<file path="src/rtl/core/bse_pkg.sv">
package bse_pkg;

	localparam int unsigned FC_W     = 22;
	localparam int unsigned SOC_W    = 10;
	localparam int unsigned DIV_W    = 48;
	localparam int unsigned CNT_W    = 32;

	localparam logic [SOC_W-1:0] SOC_MAX = 10'd1000;

	localparam logic [2:0] REG_FULL_CAPACITY  = 3'd0;
	localparam logic [2:0] REG_START_SOC      = 3'd1;
	localparam logic [2:0] REG_BLEND_STEP     = 3'd2;
	localparam logic [2:0] REG_IDLE_THRESHOLD = 3'd3;
	localparam logic [2:0] REG_IDLE_DELAY     = 3'd4;

	localparam logic OP_SAMPLE = 1'b0;
	localparam logic OP_REINIT = 1'b1;

	typedef enum logic [3:0] {
		ST_IDLE,
		ST_INIT,
		ST_WINIT,
		ST_SAMP,
		ST_WACC,
		ST_EST,
		ST_WEST,
		ST_CORR,
		ST_WCHG,
		ST_OUT
	} state_t;

endpackage

</file>
<file path="src/rtl/core/bse_div.sv">
module bse_div (
	input  logic                              clk,
	input  logic                              arst_n,
	input  logic                              start,
	input  logic [bse_pkg::DIV_W-1:0]         dividend,
	input  logic [bse_pkg::FC_W-1:0]          divisor,
	output logic                              done,
	output logic [bse_pkg::DIV_W-1:0]         quotient
);

	logic [5:0]                   cnt_q;
	logic                         busy_q;
	logic                         done_q;
	logic [bse_pkg::FC_W-1:0]     rem_q;
	logic [bse_pkg::DIV_W-1:0]    quo_q;
	logic [bse_pkg::FC_W:0]       trial;
	logic                         fits;

	assign trial = {rem_q, quo_q[bse_pkg::DIV_W-1]};
	assign fits  = trial >= {1'b0, divisor};

	always_ff @(posedge clk or negedge arst_n) begin
		if (!arst_n) begin
			busy_q <= 1'b0;
			done_q <= 1'b0;
			cnt_q  <= '0;
		end else begin
			done_q <= 1'b0;
			if (start) begin
				busy_q <= 1'b1;
				cnt_q  <= '0;
			end else if (busy_q) begin
				cnt_q <= cnt_q + 6'd1;
				if (cnt_q == 6'(bse_pkg::DIV_W - 1)) begin
					busy_q <= 1'b0;
					done_q <= 1'b1;
				end
			end
		end
	end

	always_ff @(posedge clk) begin
		if (start) begin
			rem_q <= '0;
			quo_q <= dividend;
		end else if (busy_q) begin
			rem_q <= fits ? bse_pkg::FC_W'(trial - {1'b0, divisor})
			              : trial[bse_pkg::FC_W-1:0];
			quo_q <= {quo_q[bse_pkg::DIV_W-2:0], fits};
		end
	end

	assign done     = done_q;
	assign quotient = quo_q;

endmodule

</file>
<file path="src/rtl/core/battery_soc_estimator_top.sv">
// channel | valid     | stall      | payload
// in      | in_valid  | in_stall   | op, tick_time_ms, charge_ma, discharge_ma, ocv_soc
// out     | out_valid | out_stall  | est_soc_out ... corrections_total
// cfg     | cfg_we    | -          | cfg_index, cfg_data
// Work per word: up to three divisions for a sample, one for a reinit.
// Each division runs on the one shared restoring divider: a start strobe, 48 bit steps and a
// done strobe; after each result the FSM returns to idle before the next word is taken.
// Reset loads the register defaults and the matching start state.
// A finished word waits in the output register; a new word is taken meanwhile.
module battery_soc_estimator_top (
	input  logic                            clk,
	input  logic                            arst_n,
	input  logic                            cfg_we,
	input  logic [2:0]                      cfg_index,
	input  logic [21:0]                     cfg_data,
	input  logic                            in_valid,
	output logic                            in_stall,
	input  logic                            op,
	input  logic [31:0]                     tick_time_ms,
	input  logic [14:0]                     charge_ma,
	input  logic [14:0]                     discharge_ma,
	input  logic [15:0]                     ocv_soc,
	output logic                            out_valid,
	input  logic                            out_stall,
	output logic [9:0]                      est_soc_out,
	output logic [15:0]                     ocv_soc_out,
	output logic signed [16:0]              soc_error,
	output logic                            flag_charge,
	output logic                            flag_discharge,
	output logic                            flag_clamped_empty,
	output logic                            flag_clamped_full,
	output logic                            flag_ocv_corrected,
	output logic [31:0]                     empty_clamps_total,
	output logic [31:0]                     full_clamps_total,
	output logic [31:0]                     corrections_total
);

	localparam int unsigned DW = bse_pkg::DIV_W;

	bse_pkg::state_t state_q, state_nx;

	logic [21:0] fc_q;
	logic [9:0]  start_soc_q, blend_q;
	logic [15:0] idle_thr_q;
	logic [7:0]  idle_dly_q;

	logic        op_q;
	logic [31:0] tick_q;
	logic [14:0] chg_q, dis_q;
	logic [15:0] ocv_q;

	logic [21:0] rem_q;
	logic [9:0]  est_q;
	logic [31:0] last_q;
	logic        tvalid_q;
	logic [7:0]  idle_q;
	logic [31:0] emp_cnt_q, full_cnt_q, corr_cnt_q;
	logic        f_chg_q, f_dis_q, f_emp_q, f_full_q, f_corr_q;
	logic        neg_q;

	logic        out_valid_q;
	logic        in_acc, out_acc;

	logic        div_start;
	logic [DW-1:0] div_dividend;
	logic [21:0] div_divisor;
	logic        div_done;
	logic [DW-1:0] div_q;

	logic signed [15:0] net;
	logic [15:0] absn;
	logic [31:0] delta;
	logic [9:0]  init_soc;
	logic signed [DW+1:0] acc_next;
	logic        corr_ok;
	logic [9:0]  diff, step, est_corr;
	logic        free_out;

	bse_div u_div (
		.clk      (clk),
		.arst_n   (arst_n),
		.start    (div_start),
		.dividend (div_dividend),
		.divisor  (div_divisor),
		.done     (div_done),
		.quotient (div_q)
	);

	assign in_acc   = in_valid && !in_stall;
	assign out_acc  = out_valid_q && !out_stall;
	assign free_out = !out_valid_q || !out_stall;

	assign net      = $signed({1'b0, chg_q}) - $signed({1'b0, dis_q});
	assign absn     = net[15] ? 16'(-net) : net;
	assign delta    = (tvalid_q && tick_q > last_q) ? tick_q - last_q : 32'd0;
	assign init_soc = (start_soc_q > bse_pkg::SOC_MAX) ? bse_pkg::SOC_MAX : start_soc_q;
	assign acc_next = neg_q ? $signed({28'd0, rem_q}) - $signed({2'b00, div_q})
	                        : $signed({28'd0, rem_q}) + $signed({2'b00, div_q});

	assign corr_ok  = ocv_q <= 16'd1000 && idle_q >= idle_dly_q && ocv_q != {6'd0, est_q};
	assign diff     = (ocv_q[9:0] > est_q) ? ocv_q[9:0] - est_q : est_q - ocv_q[9:0];
	assign step     = (blend_q < diff) ? blend_q : diff;
	assign est_corr = (ocv_q[9:0] > est_q) ? est_q + step : est_q - step;

	always_comb begin
		state_nx = state_q;
		case (state_q)
			bse_pkg::ST_IDLE: if (in_acc) state_nx = (op == bse_pkg::OP_REINIT)
			                                        ? bse_pkg::ST_INIT : bse_pkg::ST_SAMP;
			bse_pkg::ST_INIT: state_nx = bse_pkg::ST_WINIT;
			bse_pkg::ST_WINIT: if (div_done) state_nx = bse_pkg::ST_OUT;
			bse_pkg::ST_SAMP: state_nx = (delta != 32'd0) ? bse_pkg::ST_WACC
			                                             : bse_pkg::ST_EST;
			bse_pkg::ST_WACC: if (div_done) state_nx = bse_pkg::ST_EST;
			bse_pkg::ST_EST: state_nx = (fc_q == 22'd0) ? bse_pkg::ST_CORR
			                                            : bse_pkg::ST_WEST;
			bse_pkg::ST_WEST: if (div_done) state_nx = bse_pkg::ST_CORR;
			bse_pkg::ST_CORR: state_nx = corr_ok ? bse_pkg::ST_WCHG : bse_pkg::ST_OUT;
			bse_pkg::ST_WCHG: if (div_done) state_nx = bse_pkg::ST_OUT;
			bse_pkg::ST_OUT: if (free_out) state_nx = bse_pkg::ST_IDLE;
			default: state_nx = bse_pkg::ST_IDLE;
		endcase
	end

	always_comb begin
		in_stall     = 1'b1;
		div_start    = 1'b0;
		div_dividend = '0;
		div_divisor  = 22'd1000;
		case (state_q)
			bse_pkg::ST_IDLE: in_stall = 1'b0;
			bse_pkg::ST_INIT: begin
				div_start    = 1'b1;
				div_dividend = DW'(fc_q * init_soc);
			end
			bse_pkg::ST_WINIT, bse_pkg::ST_WCHG: div_divisor = 22'd1000;
			bse_pkg::ST_WACC: div_divisor = 22'd100;
			bse_pkg::ST_EST: begin
				div_start    = (fc_q != 22'd0);
				div_dividend = DW'(rem_q * 10'd1000);
				div_divisor  = fc_q;
			end
			bse_pkg::ST_WEST: div_divisor = fc_q;
			bse_pkg::ST_CORR: begin
				div_start    = corr_ok;
				div_dividend = DW'(fc_q * est_corr);
			end
			default: in_stall = 1'b1;
		endcase
		if (state_q == bse_pkg::ST_SAMP) begin
			div_start    = (delta != 32'd0);
			div_dividend = DW'(absn * delta);
			div_divisor  = 22'd100;
		end
	end

	always_ff @(posedge clk or negedge arst_n) begin
		if (!arst_n) begin
			state_q     <= bse_pkg::ST_IDLE;
			out_valid_q <= 1'b0;
			fc_q        <= 22'd2160000;
			start_soc_q <= 10'd800;
			blend_q     <= 10'd15;
			idle_thr_q  <= 16'd150;
			idle_dly_q  <= 8'd3;
			rem_q       <= 22'd1728000;
			est_q       <= 10'd800;
			last_q      <= '0;
			tvalid_q    <= 1'b0;
			idle_q      <= '0;
			emp_cnt_q   <= '0;
			full_cnt_q  <= '0;
			corr_cnt_q  <= '0;
		end else begin
			state_q <= state_nx;
			if (cfg_we) begin
				case (cfg_index)
					bse_pkg::REG_FULL_CAPACITY:  fc_q        <= cfg_data;
					bse_pkg::REG_START_SOC:      start_soc_q <= cfg_data[9:0];
					bse_pkg::REG_BLEND_STEP:     blend_q     <= cfg_data[9:0];
					bse_pkg::REG_IDLE_THRESHOLD: idle_thr_q  <= cfg_data[15:0];
					bse_pkg::REG_IDLE_DELAY:     idle_dly_q  <= cfg_data[7:0];
					default: ;
				endcase
			end
			if (state_q == bse_pkg::ST_OUT && free_out) out_valid_q <= 1'b1;
			else if (out_acc) out_valid_q <= 1'b0;
			case (state_q)
				bse_pkg::ST_INIT: begin
					est_q      <= init_soc;
					last_q     <= '0;
					tvalid_q   <= 1'b0;
					idle_q     <= '0;
					emp_cnt_q  <= '0;
					full_cnt_q <= '0;
					corr_cnt_q <= '0;
				end
				bse_pkg::ST_WINIT, bse_pkg::ST_WCHG: if (div_done)
					rem_q <= (div_q > {26'd0, fc_q}) ? fc_q : div_q[21:0];
				bse_pkg::ST_SAMP: begin
					last_q   <= tick_q;
					tvalid_q <= 1'b1;
					if (absn <= idle_thr_q) begin
						if (idle_q != 8'hFF) idle_q <= idle_q + 8'd1;
					end else begin
						idle_q <= '0;
					end
				end
				bse_pkg::ST_WACC: if (div_done) begin
					if (acc_next < 0) begin
						rem_q     <= '0;
						emp_cnt_q <= emp_cnt_q + 32'd1;
					end else if (acc_next > $signed({28'd0, fc_q})) begin
						rem_q      <= fc_q;
						full_cnt_q <= full_cnt_q + 32'd1;
					end else begin
						rem_q <= acc_next[21:0];
					end
				end
				bse_pkg::ST_EST: if (fc_q == 22'd0) est_q <= '0;
				bse_pkg::ST_WEST: if (div_done)
					est_q <= (div_q > DW'(bse_pkg::SOC_MAX)) ? bse_pkg::SOC_MAX : div_q[9:0];
				bse_pkg::ST_CORR: if (corr_ok) begin
					est_q      <= est_corr;
					corr_cnt_q <= corr_cnt_q + 32'd1;
				end
				default: ;
			endcase
		end
	end

	always_ff @(posedge clk) begin
		if (in_acc) begin
			op_q   <= op;
			tick_q <= tick_time_ms;
			chg_q  <= charge_ma;
			dis_q  <= discharge_ma;
			ocv_q  <= ocv_soc;
		end
		case (state_q)
			bse_pkg::ST_INIT: begin
				f_chg_q  <= 1'b0;
				f_dis_q  <= 1'b0;
				f_emp_q  <= 1'b0;
				f_full_q <= 1'b0;
				f_corr_q <= 1'b0;
			end
			bse_pkg::ST_SAMP: begin
				f_chg_q  <= !net[15] && net != 16'sd0;
				f_dis_q  <= net[15];
				f_emp_q  <= 1'b0;
				f_full_q <= 1'b0;
				f_corr_q <= 1'b0;
				neg_q    <= net[15];
			end
			bse_pkg::ST_WACC: if (div_done) begin
				f_emp_q  <= acc_next < 0;
				f_full_q <= acc_next > $signed({28'd0, fc_q});
			end
			bse_pkg::ST_CORR: f_corr_q <= corr_ok;
			bse_pkg::ST_OUT: if (free_out) begin
				est_soc_out        <= est_q;
				ocv_soc_out        <= ocv_q;
				soc_error          <= $signed({7'd0, est_q}) - $signed({1'b0, ocv_q});
				flag_charge        <= f_chg_q && (op_q == bse_pkg::OP_SAMPLE);
				flag_discharge     <= f_dis_q;
				flag_clamped_empty <= f_emp_q;
				flag_clamped_full  <= f_full_q;
				flag_ocv_corrected <= f_corr_q;
				empty_clamps_total <= emp_cnt_q;
				full_clamps_total  <= full_cnt_q;
				corrections_total  <= corr_cnt_q;
			end
			default: ;
		endcase
	end

	assign out_valid = out_valid_q;

endmodule

</file>
<file path="config.mk">
export PLATFORM = sky130hd
export DESIGN_NAME = battery_soc_estimator_top
export DESIGN_NICKNAME = d
export VERILOG_FILES = /design/src/rtl/core/bse_pkg.sv /design/src/rtl/core/bse_div.sv /design/src/rtl/core/battery_soc_estimator_top.sv
export SDC_FILE = /design/constraint.sdc
export NUM_CORES = 2
export LEC_CHECK = 0
export ABC_AREA = 1
export BUFFER_PORTS_ARGS = -buffer_cell sky130_fd_sc_hd__buf_4
export CORE_ASPECT_RATIO = 1.5
export CORE_UTILIZATION = 34
export CTS_BUF_LIST = sky130_fd_sc_hd__clkbuf_8
export CTS_CLUSTER_SIZE = 10
export DETAILED_ROUTE_END_ITERATION = 6
export PLACE_DENSITY_LB_ADDON = 0.1
export SYNTH_ARGS = -nofsm -noshare
export SYNTH_HDL_FRONTEND = slang
export SYNTH_SLANG_ARGS = --single-unit
</file>
<file path="constraint.sdc">
create_clock -name clk -period 11.23 [get_ports clk]
set_input_delay 0 -clock clk [delete_from_list [all_inputs] [get_ports clk]]
set_output_delay 0 -clock clk [all_outputs]
set_load 0.01 [all_outputs]
</file>
# Word level (Yosys, flattened, before mapping)

Index checks and enable logic that the tools add are counted.

Register bits: 547

Add/sub/neg operators: 16
$mul: 4
$lt $le $gt $ge: 12
Equal/unequal tests: 27
Muxes and demuxes: 69
Bitwise gates (word level): 1
Reduce and logical (&&, ||, !) cells: 44

Operators by type and width:

| kind                                                            | number |
|---|---|
| one-hot mux 32 bit (2 select lines)                             | 4 |
| two-way mux 32 bit                                              | 7 |
| two-way mux 22 bit                                              | 7 |
| two-way mux 48 bit                                              | 3 |
| adder 32 x 1 -> 32 bit, second input constant                   | 3 |
| one-hot mux 32 bit (3 select lines)                             | 1 |
| one-hot mux 22 bit (2 select lines)                             | 2 |
| two-way mux 10 bit                                              | 8 |
| multiplier 22 x 10 -> 32 bit                                    | 2 |
| greater-than comparator 50 x 23 -> 1 bit                        | 1 |
| < comparator 50 x 1 -> 1 bit, second input constant             | 1 |
| two-way mux 50 bit                                              | 1 |
| adder 22 x 48 -> 49 bit                                         | 1 |
| subtractor 22 x 48 -> 49 bit                                    | 1 |
| greater-than comparator 48 x 10 -> 1 bit, second input constant | 1 |
| greater-than comparator 48 x 22 -> 1 bit                        | 1 |
| multiplier 16 x 32 -> 48 bit                                    | 1 |
| one-hot mux 10 bit (4 select lines)                             | 1 |
| one-hot mux 4 bit (9 select lines)                              | 1 |
| greater-than comparator 32 bit                                  | 1 |
| nonzero test 32 bit                                             | 1 |
| subtractor 32 bit                                               | 1 |
| subtractor 10 bit                                               | 3 |
| multiplier 22 x 7 -> 29 bit, second input constant              | 1 |
| other kinds (52)                                                | 119 |

# Longest topological paths before layout

Depth after elaboration: 10
Depth in mapped cells: 73

# Cells and area by module

A second synthesis with hierarchy kept.

Cells, all modules: 9240
Area, all modules: 70136.0 um^2

Modules (own cells, without submodules):

| module                    | times used | cells an instance | area an instance (um^2) | seq. area each (um^2) |
|---|---|---|---|---|
| battery_soc_estimator_top | 1          | 8498              | 64928.5                 | 12922.4 |
| bse_div                   | 1          | 742               | 5207.5                  | 2082.0 |

# Worst setup path before layout

OpenSTA, ideal clock, no wires.

Kind: register -> register
Start point: register ocv_q[0]
End point: register u_div.quo_q (netlist bit u_div.quotient[31]) (data pin)
Setup time: 0.252 ns
Arrival time: 10.381 ns
Slack: 0.597 ns
Stages on the path, launching flop included: 64
Clock period less this slack: 10.633 ns
Cells stage by stage: edfxtp_1 > inv_1 > ha_1 > inv_1 > fa_1 > nand3_1 > nand3_1 > nand2_1 > clkbuf_1 > mux2i_1 > ha_1 > o21ai_0 > nand2_1 > a21oi_1 > or2_2 > nand3_1 > nand2_1 > nand2_1 > (+28 left out) > inv_1 > fa_1 > inv_1 > ha_1 > a21oi_1 > inv_1 > a21oi_1 > nor2_1 > o21ai_0 > nand4_1 > nand2_1 > nand2_1 > nand2_1 > nand3_1 > o21ai_0 > nand4_1 > nand3_1 > nand2_1

Word-level cells in the longest chain between the ends: 10
Elaborated cells on any way between the ends: 19

RTL lines:

| item                                                                       | RTL line                                                           | source |
|---|---|---|
| start: declaration                                                         | battery_soc_estimator_top.sv:50                                    | `logic [15:0] ocv_q;` |
| start signal: assignment                                                   | battery_soc_estimator_top.sv:238                                   | `ocv_q <= ocv_soc;` |
| subtractor 10 bit / greater-than comparator 10 bit (equally long branches) | battery_soc_estimator_top.sv:101, battery_soc_estimator_top.sv:103 |  |
| two-way mux 10 bit                                                         | battery_soc_estimator_top.sv:101                                   | `assign diff = (ocv_q[9:0] > est_q) ? ocv_q[9:0] - est_q : est_q - ocv_q[9:0];` |
| < comparator 10 bit                                                        | battery_soc_estimator_top.sv:102                                   | `assign step = (blend_q < diff) ? blend_q : diff;` |
| two-way mux 10 bit                                                         | battery_soc_estimator_top.sv:102                                   |  |
| subtractor 10 bit / adder 10 bit (equally long branches)                   | battery_soc_estimator_top.sv:103                                   | `assign est_corr = (ocv_q[9:0] > est_q) ? est_q + step : est_q - step;` |
| two-way mux 10 bit                                                         | battery_soc_estimator_top.sv:103                                   |  |
| multiplier 22 x 10 -> 32 bit                                               | battery_soc_estimator_top.sv:146                                   | `div_dividend = DW'(fc_q * est_corr);` |
| one-hot mux 32 bit (3 select lines)                                        | battery_soc_estimator_top.sv:130                                   | `case (state_q)` |
| two-way mux 48 bit                                                         | battery_soc_estimator_top.sv:150                                   | `if (state_q == bse_pkg::ST_SAMP) begin` |
| two-way mux 48 bit (*)                                                     | bse_div.sv:43                                                      | `if (start) begin` |
| end signal: assignment                                                     | bse_div.sv:45                                                      | `quo_q <= dividend;` |
| end signal: assignment                                                     | bse_div.sv:49                                                      | `quo_q <= {quo_q[bse_pkg::DIV_W-2:0], fits};` |
| end: declaration                                                           | bse_div.sv:15                                                      | `logic [bse_pkg::DIV_W-1:0] quo_q;` |

Mark *: on every way between the ends. The rest lies on a longest branch, timed or not.
A chain may end at the register's enable or synchronous reset.

# Final worst setup path

Start point: register est_q[9]
End point: register u_div.quo_q (netlist bit u_div.quotient[29]) (data pin)

Word-level cells in the longest chain between the ends: 10
Elaborated cells on any way between the ends: 17

RTL lines:

| item                                                                       | RTL line                                                           | source |
|---|---|---|
| start: declaration                                                         | battery_soc_estimator_top.sv:53                                    | `logic [9:0] est_q;` |
| start signal: assignment                                                   | battery_soc_estimator_top.sv:190                                   | `est_q <= init_soc;` |
| start signal: assignment                                                   | battery_soc_estimator_top.sv:222                                   | `est_q <= (div_q > DW'(bse_pkg::SOC_MAX)) ? bse_pkg::SOC_MAX : div_q[9:0];` |
| start signal: assignment                                                   | battery_soc_estimator_top.sv:224                                   | `est_q <= est_corr;` |
| subtractor 10 bit / greater-than comparator 10 bit (equally long branches) | battery_soc_estimator_top.sv:101, battery_soc_estimator_top.sv:103 |  |
| two-way mux 10 bit                                                         | battery_soc_estimator_top.sv:101                                   |  |
| < comparator 10 bit                                                        | battery_soc_estimator_top.sv:102                                   |  |
| two-way mux 10 bit                                                         | battery_soc_estimator_top.sv:102                                   |  |
| subtractor 10 bit / adder 10 bit (equally long branches)                   | battery_soc_estimator_top.sv:103                                   |  |
| two-way mux 10 bit                                                         | battery_soc_estimator_top.sv:103                                   |  |
| multiplier 22 x 10 -> 32 bit                                               | battery_soc_estimator_top.sv:146                                   |  |
| one-hot mux 32 bit (3 select lines)                                        | battery_soc_estimator_top.sv:130                                   |  |
| two-way mux 48 bit                                                         | battery_soc_estimator_top.sv:150                                   |  |
| two-way mux 48 bit (*)                                                     | bse_div.sv:43                                                      |  |

Marked as above.

==> metrics.md <==
| Metric | Value |
|---|---|
| Fillers | 21,400 |
| Most used cell, CP | nand2_1 |
| Number of setup violations in the final report | 0 |
| Mapped cell area | 69,800 µm² |
| Total GRT Usage | 0.265 |
| Synth Register Bits | 547 |
| Crit path launch type | flip-flop |
| Number of synthesized flops with an enable pin | 277 |
| Worst Setup End Kind | flip-flop |
| Synth area leaders | fa_1 (24%), edfxtp_1 (12%), nand2_1 (12%) |
| Clk pin slew, worst setup/hold paths | 0.08 ns |
| Placer congestion estimate | 0.935 |
| Netlist cell types | 66 |
| Top post-synthesis cells by count | nand2_1 (2,214), inv_1 (1,587), fa_1 (820), nor2_1 (820), ha_1 (543) |
| Number of I/O pins | 255 |
| Layout cells sized above 1 | 0.0870 |
| Critical path start-end classification | reg2reg |
| TritonRoute pass-1 iters | 6 |
| Area fraction of the dominant cell type after synthesis | 0.235 |
| Initial core utilization | 0.342 |
| CTS tree | done |
| Worst-Skew Late Latency | 0.86 ns |
| Final ANT Viol Nets | 0 |
| Buffers added on ports | 254 |
| Number of global-route vias before repair | 66,100 |
| Fin. Hold Viols | 0 |
| Max-cap violations | 0 |
| Outcome | complete, no violations |
| Ys async rst share | 0.453 |
| Top-count cell post-synth | nand2_1 |
| Antenna violations before repair | 8 |
| Core ar. | 204,000 µm² |
| Vias per cell | 5.08 |
| Clk_skew | 0.113 ns |
| Die width | 372 µm |
| Post-Syn Instances | 9,022 |
| Max-slew violations | 0 |
| DRC viols | 0 |
| # rows | 203 |
| Synthesized area per cell | 7.74 µm² |
| Critical path data required time | 11.76 ns |
| Synth area leader | fa_1 |
| Initial DRC count | 3,592 |
| CP max-delay cell | dfstp_2 |
| Vias | 62,200 |
| WP buf/inv | 11 |
| Peak Freq | 93.6 MHz |
| Worst r2r src | est_q[9] |
| Gr ovfl total | 0 |
| Die Ht | 557 µm |
| CTS root buffer | clkbuf_8 |
| Met3 routed WL | 9.18 mm |
| Pin count of the biggest net entering global routing | 116 |
| Instance count on the critical path | 64 |
| Critical Path Source | est_q[9] |
| DPL Wire Length | 220 mm |
| Crit path DAT | 11.21 ns |
| Met1 wire length | 97.2 mm |
| Post-Route Utilization | 0.393 |
| Final wirelength | 272 mm |
| Wirelength per Cell | 22.2 µm |
| Slew margin rel. | 0.180 |
| First-pass GRT wire length | 409 mm |
| Critical path's top delay family | adder cells |
| Hold path depth | 4 |
| Max FO, Critical Path | 8 |
| Num CTS Buffers | 98 |
| Hold path startpoint | cfg_data[14] |
| Dominant synthesized flop cell | edfxtp_1 |
| Final Net Count | 10,900 |
| Worst Tran Pin Value | 1.22 ns |
| CTS Buffer Depth | 3 |
| Register area share after synthesis | 0.215 |
| Delay of the slowest critical-path stage | 0.56 ns |
| Syn nets | 10,500 |
| Min Tclk post-route | 10.68 ns |
| Reg2reg path depth | 64 |
| HP Class | in2reg |
| Die area | 207,000 µm² |
| Final Cycle Share | 0.951 |
| Area Overhead vs Synth | 14.9% |
| Synth Warn # | 0 |
| Top Layer Used | met5 |
| CTS sink cnt | 547 |
| H-tree depth | 3 |
| Met2 WL post-DR | 146 mm |
[worst min-delay path, delay by kind of cell]
| kind | cells | cell delay [ns] |
|---|---|---|
| buf+inv | 3 | 0.74 |
| compound gates | 1 | 0.18 |
[stage by stage]
stage          hold slack, ns  setup TNS (ns)  std cells  cell area (µm²)  worst slack (ns)
6_report                0.118               0      12200            80200             0.551
5_1_grt                 0.101          -0.852      12200            80100            -0.172
4_1_cts                0.0151               0      12200            79600            0.0644
3_5_place_dp           0.0268               0      11800            75200            0.0530
3_3_place_gp           0.0301         -0.0634      11800            75200           -0.0309
2_1_floorplan          -0.296               0       9022            69800             0.597
[cell families after synthesis]
group | count (synthesis) | synth area share
AOI/OAI and AO/OA | 1171 | 0.0950
xor gates and xnor gates | 220 | 0.0276
buffers and inverters | 1925 | 0.106
adders and majority gates | 1363 | 0.333
DFF | 547 | 0.215
and+or+nand+nor | 3792 | 0.223
muxes | 4 | 0.000574
[final timing paths]
| check | to | slack (ns) |
|---|---|---|
| hold reg to reg | flag_ocv_corrected | 0.43 |
| max in group asynchronous | rem_q[21] | 9.93 |
| min in group asynchronous | corr_cnt_q[23] | 0.42 |
| hold / removal | idle_thr_q[14] | 0.12 |
| setup reg to reg | u_div.quotient[29] | 0.55 |
| setup / recovery | u_div.quotient[29] | 0.55 |
[layer usage]
| metal | vias to the layer above | track usage |
|---|---|---|
| li1 | 29300 | - |
| met1 | 30700 | 0.275 |
| met2 | 1563 | 0.506 |
| met3 | 594 | 0.0250 |
| met4 | 10 | 0.158 |
| met5 | - | 0 |
[what timing repair did]
action | 4_1_cts | 5_1_grt
pin swaps | 0 | 24
resized for setup | 3 | 106
gates cloned | 0 | 1
hold endpoints to repair | 393 | 0
hold buffers | 215 | 0
setup endpoints to repair | 3 | 20
setup buffers | 1 | 14
[placed cells by master (no fill, tap or decap), types with 136 or more instances in the layout]
master         instances
nand2_1             2202
inv_1               1607
fa_1                 817
nor2_1               804
ha_1                 531
a21oi_1              444
buf_4                442
o21ai_0              404
nand3_1              349
edfxtp_1             277
dfrtp_1              215
dlygate4sd3_1        214
xor2_1               138
nor3_1               136
[final cells by class]
cell class                 instances  area [µm²]  area share
tap                             2665        3330      0.0416
clock buffer                     103        1420      0.0177
inverter                        1610        6050      0.0755
timing repair buffer             667        5670      0.0707
multi-input combinational       6550       47900       0.597
sequential                       547       15000       0.187
antenna                            4        10.0    0.000125
clock inverter                    83         787     0.00982
[flip-flops by register name, indices dropped and copies added (netlist names), 15 cells and up]
signal,flops
chg_q,15
corr_cnt_q,32
corrections_total,32
dis_q,15
emp_cnt_q,32
empty_clamps_total,32
fc_q,22
full_clamps_total,32
full_cnt_q,32
idle_thr_q,16
last_q,32
ocv_q,16
ocv_soc_out,16
rem_q,22
soc_error,17
tick_q,32
u_div.quotient,48
u_div.rem_q,22
Power is not shown: default switching activity piles up to over one toggle a cycle in this logic, so the estimate is an artifact.
